===== config.mk =====
export PLATFORM = sky130hd
export DESIGN_NAME = battery_median_gauge_unit_flat
export DESIGN_NICKNAME = d
export VERILOG_FILES = /design/src/hw/rtl/bmg_pkg.sv /design/src/hw/rtl/bmg_if.sv /design/src/hw/rtl/bmg_div.sv /design/src/hw/rtl/battery_median_gauge_unit.sv /design/src/flat_wrapper.sv
export VERILOG_INCLUDE_DIRS = /design/src /design/src/hw/rtl
export SDC_FILE = /design/constraint.sdc
export NUM_CORES = 1
export LEC_CHECK = 0
export BUFFER_PORTS_ARGS = -buffer_cell sky130_fd_sc_hd__buf_2
export CORE_UTILIZATION = 62
export DETAILED_ROUTE_END_ITERATION = 16
export GPL_ROUTABILITY_DRIVEN = 1
export PLACE_DENSITY = 0.8
export SYNTH_ARGS = -nofsm -noshare
export SYNTH_HDL_FRONTEND = slang
export SYNTH_SLANG_ARGS = --single-unit

===== constraint.sdc =====
create_clock -name clk -period 6.3 [get_ports clk]
set_input_delay 0.945 -clock clk [delete_from_list [all_inputs] [get_ports clk]]
set_output_delay 0.945 -clock clk [all_outputs]
set_load 0.02 [all_outputs]

===== src/hw/rtl/battery_median_gauge_unit_macros.svh =====
// Assertion macros shared by the battery median gauge RTL.
// Depends on nothing; the including module supplies clk and arst_n.
`ifndef BATTERY_MEDIAN_GAUGE_UNIT_MACROS_SVH
`define BATTERY_MEDIAN_GAUGE_UNIT_MACROS_SVH

// Same-cycle implication, checked outside reset.
`define BMG_ASSERT_NOW(label, ante, cons, msg) \
	label: assert property (@(posedge clk) disable iff (!arst_n) (ante) |-> (cons)) \
		else $error(msg);

// Next-cycle implication, checked outside reset.
`define BMG_ASSERT_NEXT(label, ante, cons, msg) \
	label: assert property (@(posedge clk) disable iff (!arst_n) (ante) |=> (cons)) \
		else $error(msg);

`endif


===== src/hw/rtl/bmg_pkg.sv =====
// Package of the battery median gauge: field widths, register indexes and
// reset values. Used by the interfaces, the divider and the top level.
package bmg_pkg;
	localparam int CODE_BITS = 12;
	localparam int PCT_BITS = 7;
	localparam int REG_IDX_BITS = 2;
	localparam int NUM_BITS = CODE_BITS + PCT_BITS;
	localparam logic [PCT_BITS-1:0] PERCENT_MAX = 7'd100;
	localparam logic [CODE_BITS-1:0] RESET_EMPTY = 12'd1800;
	localparam logic [CODE_BITS-1:0] RESET_FULL = 12'd2360;
	localparam logic [REG_IDX_BITS-1:0] REG_EMPTY_CODE = 2'd0;
	localparam logic [REG_IDX_BITS-1:0] REG_FULL_CODE = 2'd1;

	typedef logic [CODE_BITS-1:0] code_t;
	typedef logic [PCT_BITS-1:0] pct_t;
	typedef logic [NUM_BITS-1:0] num_t;
endpackage


===== src/hw/rtl/bmg_if.sv =====
// Valid/ready channel interfaces of the battery median gauge.
// Depends on bmg_pkg for the payload types.
interface bmg_sample_if;
	logic valid;
	logic ready;
	bmg_pkg::code_t sample_code;
	modport source (output valid, output sample_code, input ready);
	modport sink (input valid, input sample_code, output ready);
endinterface

interface bmg_gauge_if;
	logic valid;
	logic ready;
	bmg_pkg::code_t median_code;
	bmg_pkg::pct_t charge_percent;
	modport source (output valid, output median_code, output charge_percent, input ready);
	modport sink (input valid, input median_code, input charge_percent, output ready);
endinterface


===== src/hw/rtl/bmg_div.sv =====
// Restoring divider that yields a percentage quotient, one bit per cycle.
// Depends on bmg_pkg. The caller guarantees the quotient is below 2**PCT_BITS.
module bmg_div (
	input  logic           clk,
	input  logic           arst_n,
	input  logic           start,
	input  bmg_pkg::num_t  num,
	input  bmg_pkg::code_t den,
	output logic           done,
	output bmg_pkg::pct_t  quo
);
	import bmg_pkg::*;

	localparam int STEP_BITS = $clog2(PCT_BITS);

	logic                 busy_q;
	logic                 done_q;
	logic [STEP_BITS-1:0] step_q;
	num_t                 rem_q;
	num_t                 dsh_q;
	pct_t                 quo_q;

	always_ff @(posedge clk or negedge arst_n) begin
		if (!arst_n) begin
			busy_q <= 1'b0;
			done_q <= 1'b0;
			step_q <= '0;
		end else begin
			done_q <= 1'b0;
			if (start) begin
				busy_q <= 1'b1;
				step_q <= STEP_BITS'(PCT_BITS - 1);
			end else if (busy_q) begin
				if (step_q == '0) begin
					busy_q <= 1'b0;
					done_q <= 1'b1;
				end else begin
					step_q <= step_q - 1'b1;
				end
			end
		end
	end

	always_ff @(posedge clk) begin
		if (start) begin
			rem_q <= num;
			dsh_q <= NUM_BITS'(den) << (PCT_BITS - 1);
			quo_q <= '0;
		end else if (busy_q) begin
			if (rem_q >= dsh_q) begin
				rem_q <= rem_q - dsh_q;
				quo_q <= {quo_q[PCT_BITS-2:0], 1'b1};
			end else begin
				quo_q <= {quo_q[PCT_BITS-2:0], 1'b0};
			end
			dsh_q <= dsh_q >> 1;
		end
	end

	assign done = done_q;
	assign quo = quo_q;
endmodule


===== src/hw/rtl/battery_median_gauge_unit.sv =====
// Battery median gauge: each sample transaction overwrites the oldest entry
// of a ring of the last WINDOW samples (all zero after reset), and one result
// transaction follows with the ring median (sorted element WINDOW/2) and a
// charge percentage mapped linearly from empty_code..full_code onto 0..100,
// truncated and clamped. One item is worked on at a time, and no new sample is
// taken while a result is held. When the percentage is clamped to zero or to
// the maximum, the divider is skipped. The median is found by a radix select
// that sweeps the whole ring memory once per sample bit through its single
// read port. The divider retires one quotient bit per cycle. A result that
// waits for gauge.ready holds off the next sample. Configuration writes take
// effect at once and must be made while no item is in flight. Depends on
// bmg_pkg, bmg_if, bmg_div and the macros header.
`include "battery_median_gauge_unit_macros.svh"

module battery_median_gauge_unit #(
	parameter int WINDOW = 50,
	parameter int SAMPLE_BITS = 12
) (
	input  logic                               clk,
	input  logic                               arst_n,
	input  logic                               wr_en,
	input  logic [bmg_pkg::REG_IDX_BITS-1:0]   wr_index,
	input  bmg_pkg::code_t                     wr_data,
	bmg_sample_if.sink                         samples,
	bmg_gauge_if.source                        gauge
);
	import bmg_pkg::*;

	localparam int AW = $clog2(WINDOW);
	localparam int CW = $clog2(WINDOW + 1);
	localparam int CMP_W = (SAMPLE_BITS > CODE_BITS) ? SAMPLE_BITS : CODE_BITS;
	localparam logic [CW-1:0] RANK = CW'(WINDOW / 2);
	localparam logic [CW-1:0] LAST_ADDR = CW'(WINDOW);

	typedef enum logic [2:0] {ST_IDLE, ST_SCAN, ST_CALC, ST_DIV, ST_OUT} state_t;

	state_t                 state_q;
	logic [AW-1:0]          slot_q;
	logic [WINDOW-1:0]      valid_q;
	logic [SAMPLE_BITS-1:0] ring_mem [WINDOW];
	code_t                  empty_q;
	code_t                  full_q;

	// Scan registers of the radix select.
	logic [CW-1:0]          addr_q;
	logic [CW-1:0]          cnt_q;
	logic [CW-1:0]          rank_q;
	logic [SAMPLE_BITS-1:0] prefix_q;
	logic [SAMPLE_BITS-1:0] mask_q;
	logic [SAMPLE_BITS-1:0] bit_q;
	logic [SAMPLE_BITS-1:0] rd_s1;
	logic                   rdv_s1;
	logic                   scan_s1;

	logic  out_vld_q;
	code_t median_q;
	pct_t  pct_q;

	logic                   accept;
	logic [SAMPLE_BITS-1:0] elem;
	logic                   hit;
	logic [CW-1:0]          total;
	logic [CMP_W-1:0]       med_ext;
	logic [CMP_W-1:0]       lo_ext;
	logic [CMP_W-1:0]       hi_ext;
	code_t                  diff;
	num_t                   numer;
	logic                   div_start;
	logic                   div_done;
	pct_t                   div_quo;

	assign accept = samples.valid && samples.ready;
	assign samples.ready = (state_q == ST_IDLE);

	// An entry never written since reset counts as zero.
	assign elem = rdv_s1 ? rd_s1 : '0;
	assign hit = scan_s1 && (((elem ^ prefix_q) & mask_q) == '0) && ((elem & bit_q) == '0);
	assign total = cnt_q + CW'(hit);

	assign med_ext = CMP_W'(prefix_q);
	assign lo_ext = CMP_W'(empty_q);
	assign hi_ext = CMP_W'(full_q);
	// Only used when empty < median < full, so the difference fits the code width.
	assign diff = CODE_BITS'(med_ext - lo_ext);
	assign numer = NUM_BITS'(diff) * NUM_BITS'(PERCENT_MAX);
	assign div_start = (state_q == ST_CALC) && (hi_ext > lo_ext) && (med_ext > lo_ext)
		&& (med_ext < hi_ext);

	bmg_div u_div (
		.clk    (clk),
		.arst_n (arst_n),
		.start  (div_start),
		.num    (numer),
		.den    (full_q - empty_q),
		.done   (div_done),
		.quo    (div_quo)
	);

	// Configuration registers; an index beyond the list is ignored.
	always_ff @(posedge clk or negedge arst_n) begin
		if (!arst_n) begin
			empty_q <= RESET_EMPTY;
			full_q <= RESET_FULL;
		end else if (wr_en) begin
			if (wr_index == REG_EMPTY_CODE) begin
				empty_q <= wr_data;
			end else if (wr_index == REG_FULL_CODE) begin
				full_q <= wr_data;
			end
		end
	end

	// Ring memory: written on a sample transaction, read at most once per scan cycle.
	always_ff @(posedge clk) begin
		if (accept) begin
			ring_mem[slot_q] <= SAMPLE_BITS'(samples.sample_code);
		end
		if (state_q == ST_SCAN && addr_q < LAST_ADDR) begin
			rd_s1 <= ring_mem[addr_q[AW-1:0]];
		end
	end

	always_ff @(posedge clk or negedge arst_n) begin
		if (!arst_n) begin
			valid_q <= '0;
			slot_q <= '0;
			rdv_s1 <= 1'b0;
			scan_s1 <= 1'b0;
		end else begin
			scan_s1 <= (state_q == ST_SCAN) && (addr_q < LAST_ADDR);
			if (state_q == ST_SCAN && addr_q < LAST_ADDR) begin
				rdv_s1 <= valid_q[addr_q[AW-1:0]];
			end
			if (accept) begin
				valid_q[slot_q] <= 1'b1;
				slot_q <= (slot_q == AW'(WINDOW - 1)) ? '0 : slot_q + 1'b1;
			end
		end
	end

	// Control sequence and registered outputs.
	always_ff @(posedge clk or negedge arst_n) begin
		if (!arst_n) begin
			state_q <= ST_IDLE;
			out_vld_q <= 1'b0;
			addr_q <= '0;
			cnt_q <= '0;
			rank_q <= '0;
			prefix_q <= '0;
			mask_q <= '0;
			bit_q <= '0;
			median_q <= '0;
			pct_q <= '0;
		end else begin
			case (state_q)
				ST_IDLE: begin
					if (accept) begin
						state_q <= ST_SCAN;
						addr_q <= '0;
						cnt_q <= '0;
						rank_q <= RANK;
						prefix_q <= '0;
						mask_q <= '0;
						bit_q <= {1'b1, {(SAMPLE_BITS-1){1'b0}}};
					end
				end
				ST_SCAN: begin
					if (addr_q == LAST_ADDR) begin
						// All entries of this bit pass counted: decide the bit.
						addr_q <= '0;
						cnt_q <= '0;
						if (rank_q >= total) begin
							prefix_q <= prefix_q | bit_q;
							rank_q <= rank_q - total;
						end
						mask_q <= mask_q | bit_q;
						bit_q <= bit_q >> 1;
						if (bit_q[0]) begin
							state_q <= ST_CALC;
						end
					end else begin
						addr_q <= addr_q + 1'b1;
						cnt_q <= total;
					end
				end
				ST_CALC: begin
					median_q <= CODE_BITS'(prefix_q);
					if (div_start) begin
						state_q <= ST_DIV;
					end else begin
						// Degenerate range or median at or below empty gives zero,
						// at or above full gives the maximum.
						pct_q <= (hi_ext > lo_ext && med_ext >= hi_ext) ? PERCENT_MAX : '0;
						out_vld_q <= 1'b1;
						state_q <= ST_OUT;
					end
				end
				ST_DIV: begin
					if (div_done) begin
						pct_q <= div_quo;
						out_vld_q <= 1'b1;
						state_q <= ST_OUT;
					end
				end
				ST_OUT: begin
					if (gauge.ready) begin
						out_vld_q <= 1'b0;
						state_q <= ST_IDLE;
					end
				end
				default: begin
					state_q <= ST_IDLE;
					out_vld_q <= 1'b0;
				end
			endcase
		end
	end

	assign gauge.valid = out_vld_q;
	assign gauge.median_code = median_q;
	assign gauge.charge_percent = pct_q;

	`BMG_ASSERT_NOW(a_no_overlap, samples.ready, !gauge.valid, "input ready while a result is held")
	`BMG_ASSERT_NOW(a_pct_range, gauge.valid, gauge.charge_percent <= PERCENT_MAX, "percent above maximum")
	`BMG_ASSERT_NOW(a_degenerate, gauge.valid && full_q <= empty_q, gauge.charge_percent == '0, "degenerate range not zero")
	`BMG_ASSERT_NEXT(a_scan_start, accept, state_q == ST_SCAN && addr_q == '0, "scan did not start")
	`BMG_ASSERT_NOW(a_div_done_state, div_done, state_q == ST_DIV, "divider finished outside its state")
endmodule


===== src/flat_wrapper.sv =====
// flat-port wrapper written by rule: the top's interface ports become plain ports
module battery_median_gauge_unit_flat import bmg_pkg::*;
#(
	parameter int WINDOW = 50,
	parameter int SAMPLE_BITS = 12
)
  (clk, arst_n, wr_en, wr_index, wr_data, samples_valid, samples_sample_code, samples_ready, gauge_valid, gauge_median_code, gauge_charge_percent, gauge_ready);
  bmg_sample_if samples_i ();
  bmg_gauge_if gauge_i ();
  input  logic clk;
  input  logic arst_n;
  input  logic wr_en;
  input  logic [bmg_pkg::REG_IDX_BITS-1:0] wr_index;
  input  bmg_pkg::code_t wr_data;
  input wire logic [$bits(samples_i.valid)-1:0] samples_valid;
  input wire logic [$bits(samples_i.sample_code)-1:0] samples_sample_code;
  output wire logic [$bits(samples_i.ready)-1:0] samples_ready;
  output wire logic [$bits(gauge_i.valid)-1:0] gauge_valid;
  output wire logic [$bits(gauge_i.median_code)-1:0] gauge_median_code;
  output wire logic [$bits(gauge_i.charge_percent)-1:0] gauge_charge_percent;
  input wire logic [$bits(gauge_i.ready)-1:0] gauge_ready;
  assign samples_i.valid = samples_valid;
  assign samples_i.sample_code = samples_sample_code;
  assign samples_ready = samples_i.ready;
  assign gauge_valid = gauge_i.valid;
  assign gauge_median_code = gauge_i.median_code;
  assign gauge_charge_percent = gauge_i.charge_percent;
  assign gauge_i.ready = gauge_ready;
  battery_median_gauge_unit #(.WINDOW(WINDOW), .SAMPLE_BITS(SAMPLE_BITS)) u_core (.clk(clk), .arst_n(arst_n), .wr_en(wr_en), .wr_index(wr_index), .wr_data(wr_data), .samples(samples_i), .gauge(gauge_i));
endmodule

==> parameters.txt <==
Parameter                              Value

Route
  DRC ... 0
  Antenna-violating nets left ... 0
  Number of DRC markers in iteration 0 ... 2,236
  Length of the first detailed-routing pass in iterations ... 7
  Detailed Route WL ... 85.5 mm
  Detailed-route vias per instance ... 6.56
  Routed wirelength normalized by instance count ... 26.6 um
  Via Count ... 21,000

Floorplanning
  Horizontal die dimension ... 244 um
  Placement row count ... 88
  Number of top-level pins ... 52
  Placeable core area ... 0.0578 mm2
  Starting density of the core ... 62.8%
  Die height ... 244 um
  Die area ... 0.0596 mm2

Pwr
  Sequential Power Share ... 40.7%
  Sw Pwr ... 4.98 mW
  Maximum ir drop on the vdd rail ... 0.000399 V
  Clock share of power ... 30.1%
  Relative contribution of combinational cells to total power ... 29.2%
  Final total power ... 15.9 mW
  Cell internal power dissipation ... 10.9 mW
  Cell area power density ... 397 mW/mm2
  Lkg Pwr ... 14.4 nW
  Switching power share of the total ... 31.4%

STA
  Post-Route Setup TNS ... 0 ns
  Finish-stage setup viols ... 0
  Transition time at the pin with the least slew margin ... 1.30 ns
  Period minus WS final ... 5.15 ns
  Largest clock skew in the final design ... 0.0243 ns
  Tcrit/Tclk final ... 81.7%
  Minimum setup slack in the final design ... 1.15 ns
  Final slew viol count ... 0
  Worst slew slack as a fraction of its limit ... 12.7%
  RSZ-0062 raised after global routing ... false
  Final hold violation count ... 0
  Highest achievable clock rate ... 194 MHz

Global routing
  Vias in the first global route ... 21,600
  Total gr overflow ... 0
  Maximum number of pins on one net before global-route repair ... 106
  GRT Overall Usage ... 29.5%
  Global-route wire length before repair ... 131 mm
  Number of antenna violations at the first check in global routing ... 0

Critical path
  Critical path capture point type ... register
  Critical setup path kind ... register to register
  Worst reg2reg setup slack ... 1.15 ns
  Arrival time worst endpoint ... 5.52 ns
  Data required time of the worst path ... 6.67 ns
  Critical Path Fanout Max ... 5
  Critical path launch point type ... register

Clock tree
  CTS sink count ... 820
  Post-CTS Setup Repair Bufs ... 0
  Number of CTS-inserted buffers ... 82
  Post-CTS Hold Buffers ... 0
  Master cell of the clock root buffer ... sky130_fd_sc_hd__clkbuf_16
  Clk pin slew, worst setup/hold paths ... 0.06 ns
  CTS H-tree depth ... 3
  Post-cts gate resize count ... 0
  TritonCTS clock tree ... done
  Clock network latency to the later pin of the worst-skew pair ... 0.63 ns
  Deepest clock path buffer count ... 3

Cells and area
  Most frequent standard cell in the layout excluding fill and tap cells ... sky130_fd_sc_hd__edfxtp_1
  Final design utilization ... 69.1%
  Share of layout cells above drive strength 1 ... 19.3%
  Synth-to-layout area growth ... 10.0%
  Commonest non-fill, non-tap cells in the layout ... sky130_fd_sc_hd__edfxtp_1 (641), sky130_fd_sc_hd__mux4_2 (155), sky130_fd_sc_hd__dfrtp_1 (151)
  # diodes ... 0
  Final #Nets ... 2,526

Logic synthesis
  Flop and latch count out of synthesis ... 820
  Synth Warn # ... 0
  Mean area per synthesized cell ... 15.8 um2
  Synthesized instance count ... 2,303
  Total standard cell area after synthesis ... 0.0363 mm2
  Number of enable-type register cells in the synthesized netlist ... 641
  Cells taking the most area after synthesis ... sky130_fd_sc_hd__edfxtp_1 (53%), sky130_fd_sc_hd__dfrtp_1 (11%), sky130_fd_sc_hd__mux4_2 (9.6%)
  Top FF cell, synth ... sky130_fd_sc_hd__edfxtp_1
  Share of async-settable or async-resettable flops after synthesis ... 20.0%
  Post-synthesis sequential area ratio ... 65.2%
  Yosys top cell area share ... 53.0%
  Number of distinct standard cells referenced by the synthesized netlist ... 82
  Synthesized netlist net count ... 2,452
  Synth area leader ... sky130_fd_sc_hd__edfxtp_1

Run
  Max-capacitance violation count ... 0

Status
  Result of the run ... complete, no violations

Placement
  Final weighted congestion of routability-driven global placement ... 0.907
  IO buf count ... 51
  HPWL Detailed ... 52.4 mm
  Minimum setup slack after placement ... 1.19 ns

Worst hold path
  Min-delay worst type ... input pin to asynchronous set/reset pin
## cell families after synthesis
group / Yosys count / share of synthesized area [%]
fa+ha+maj: 118 / 4.27
flops: 820 / 65.2
xor+xnor: 60 / 1.45
mux: 255 / 12.5
simple gates: 453 / 6.24
buf+inv: 207 / 2.65
compound gates: 390 / 7.74
## synth_stat cells (8+ instances only)
cell and instances:
sky130_fd_sc_hd__a211oi_1 36, sky130_fd_sc_hd__a21o_1 17, sky130_fd_sc_hd__a21oi_1 40, sky130_fd_sc_hd__a22o_1 59
sky130_fd_sc_hd__a22oi_1 11, sky130_fd_sc_hd__a311oi_1 27, sky130_fd_sc_hd__a31oi_1 8, sky130_fd_sc_hd__a32oi_1 12
sky130_fd_sc_hd__and3_1 11, sky130_fd_sc_hd__buf_2 22, sky130_fd_sc_hd__buf_4 20, sky130_fd_sc_hd__buf_6 11
sky130_fd_sc_hd__clkbuf_1 47, sky130_fd_sc_hd__dfrtp_1 155, sky130_fd_sc_hd__dfstp_2 9, sky130_fd_sc_hd__dfxtp_1 15
sky130_fd_sc_hd__edfxtp_1 641, sky130_fd_sc_hd__fa_1 10, sky130_fd_sc_hd__ha_1 108, sky130_fd_sc_hd__inv_1 100
sky130_fd_sc_hd__mux2_2 27, sky130_fd_sc_hd__mux2i_1 70, sky130_fd_sc_hd__mux4_2 155, sky130_fd_sc_hd__nand2_1 105
sky130_fd_sc_hd__nand2b_1 24, sky130_fd_sc_hd__nand3_1 21, sky130_fd_sc_hd__nand4_1 12, sky130_fd_sc_hd__nor2_1 127
sky130_fd_sc_hd__nor2b_1 37, sky130_fd_sc_hd__nor3_1 22, sky130_fd_sc_hd__o211ai_1 8, sky130_fd_sc_hd__o21a_1 12
sky130_fd_sc_hd__o21ai_0 75, sky130_fd_sc_hd__o21ai_1 14, sky130_fd_sc_hd__o31ai_1 11, sky130_fd_sc_hd__or2_2 54
sky130_fd_sc_hd__or3_1 10, sky130_fd_sc_hd__xnor2_1 43, sky130_fd_sc_hd__xor2_1 17
## worst paths after layout
| path | startpoint | end | cells past startpoint |
|---|---|---|---|
| setup reg to reg | u_core.med_ext[0] | u_core.u_div.rem_q[18] | 21 |
| max in group asynchronous | arst_n | u_core.addr_q[0] | 2 |
| setup / recovery | u_core.med_ext[0] | u_core.u_div.rem_q[18] | 21 |
| hold / removal | arst_n | u_core.valid_q[2] | 1 |
| hold reg to reg | u_core.valid_q[18] | u_core.valid_q[18] | 1 |
| min in group clk | u_core.valid_q[18] | u_core.valid_q[18] | 1 |
## registers in the layout (all words and copies together) (netlist names), 6 cells and up
register and cells:
u_core.u_div.quo 7, u_core.ring_mem 600, u_core.cnt_q 6, u_core.addr_q 6
u_core.full_q 12, u_core.mask_q 12, u_core.slot_q 6, u_core.u_div.dsh_q 18
u_core.gauge.median_code 12, u_core.empty_q 12, u_core.valid_q 50, u_core.rd_s1 12
u_core.rank_q 6, u_core.med_ext 12, u_core.bit_q 12, u_core.gauge.charge_percent 7
u_core.u_div.rem_q 19
## through the flow
step / instances / hold WS (ns) / instance area (um2)
2_1_floorplan: 2303 / 0.433 / 36300
5_1_grt: 3210 / 0.330 / 40000
6_report: 3210 / 0.292 / 40000
4_1_cts: 3209 / 0.290 / 39900
3_3_place_gp: 3057 / 0.445 / 37300
3_5_place_dp: 3057 / 0.447 / 37300
## cell type report
class | count | area [um2]
sequential | 820 | 23700
multi-input combinational | 1276 | 11700
fill | 3663 | 17800
tap | 765 | 957
inverter | 100 | 375
clock buffer | 124 | 2300
timing repair buffer | 97 | 648
clock inverter | 28 | 302
## per-layer routing
metal  wire [um]  global-route usage (%)  vias to the layer above
met3        5420                    3.67                      204
met1       31400                    36.7                    10700
met2       45100                    52.0                     1004
li1            -                       -                     9120
met4        3550                    13.0                        0
met5           0                       0                        -
## power groups by stage
stage                     registers, mW  logic [mW]  clock network (mW)
after global placement             6.54        4.44                   0
final                              6.46        4.63                4.78
after detailed placement           6.56        4.56                   0
after global routing               6.50        4.98                5.03
after floorplan                    6.34        3.47                   0
after CTS                          6.45        4.62                4.83
## critical path, stage by stage, from the launching register on
cell                       delay [ns]
sky130_fd_sc_hd__dfrtp_1         0.38
sky130_fd_sc_hd__inv_1           0.09
sky130_fd_sc_hd__ha_1            0.23
sky130_fd_sc_hd__fa_1            0.42
sky130_fd_sc_hd__nor2b_1         0.17
sky130_fd_sc_hd__nor3_1          0.06
sky130_fd_sc_hd__o31a_1          0.36
sky130_fd_sc_hd__o21bai_1        0.28
sky130_fd_sc_hd__xnor2_1         0.21
sky130_fd_sc_hd__inv_1           0.10
sky130_fd_sc_hd__ha_1            0.30
sky130_fd_sc_hd__ha_1            0.28
sky130_fd_sc_hd__inv_1           0.05
sky130_fd_sc_hd__fa_1            0.53
sky130_fd_sc_hd__inv_1           0.04
sky130_fd_sc_hd__ha_1            0.35
sky130_fd_sc_hd__nand3_1         0.09
sky130_fd_sc_hd__a21oi_1         0.11
sky130_fd_sc_hd__a21boi_0        0.26
sky130_fd_sc_hd__o221ai_1        0.20
sky130_fd_sc_hd__xnor2_1         0.16
sky130_fd_sc_hd__a22o_1          0.22
Power figures use the tool's default switching activity.
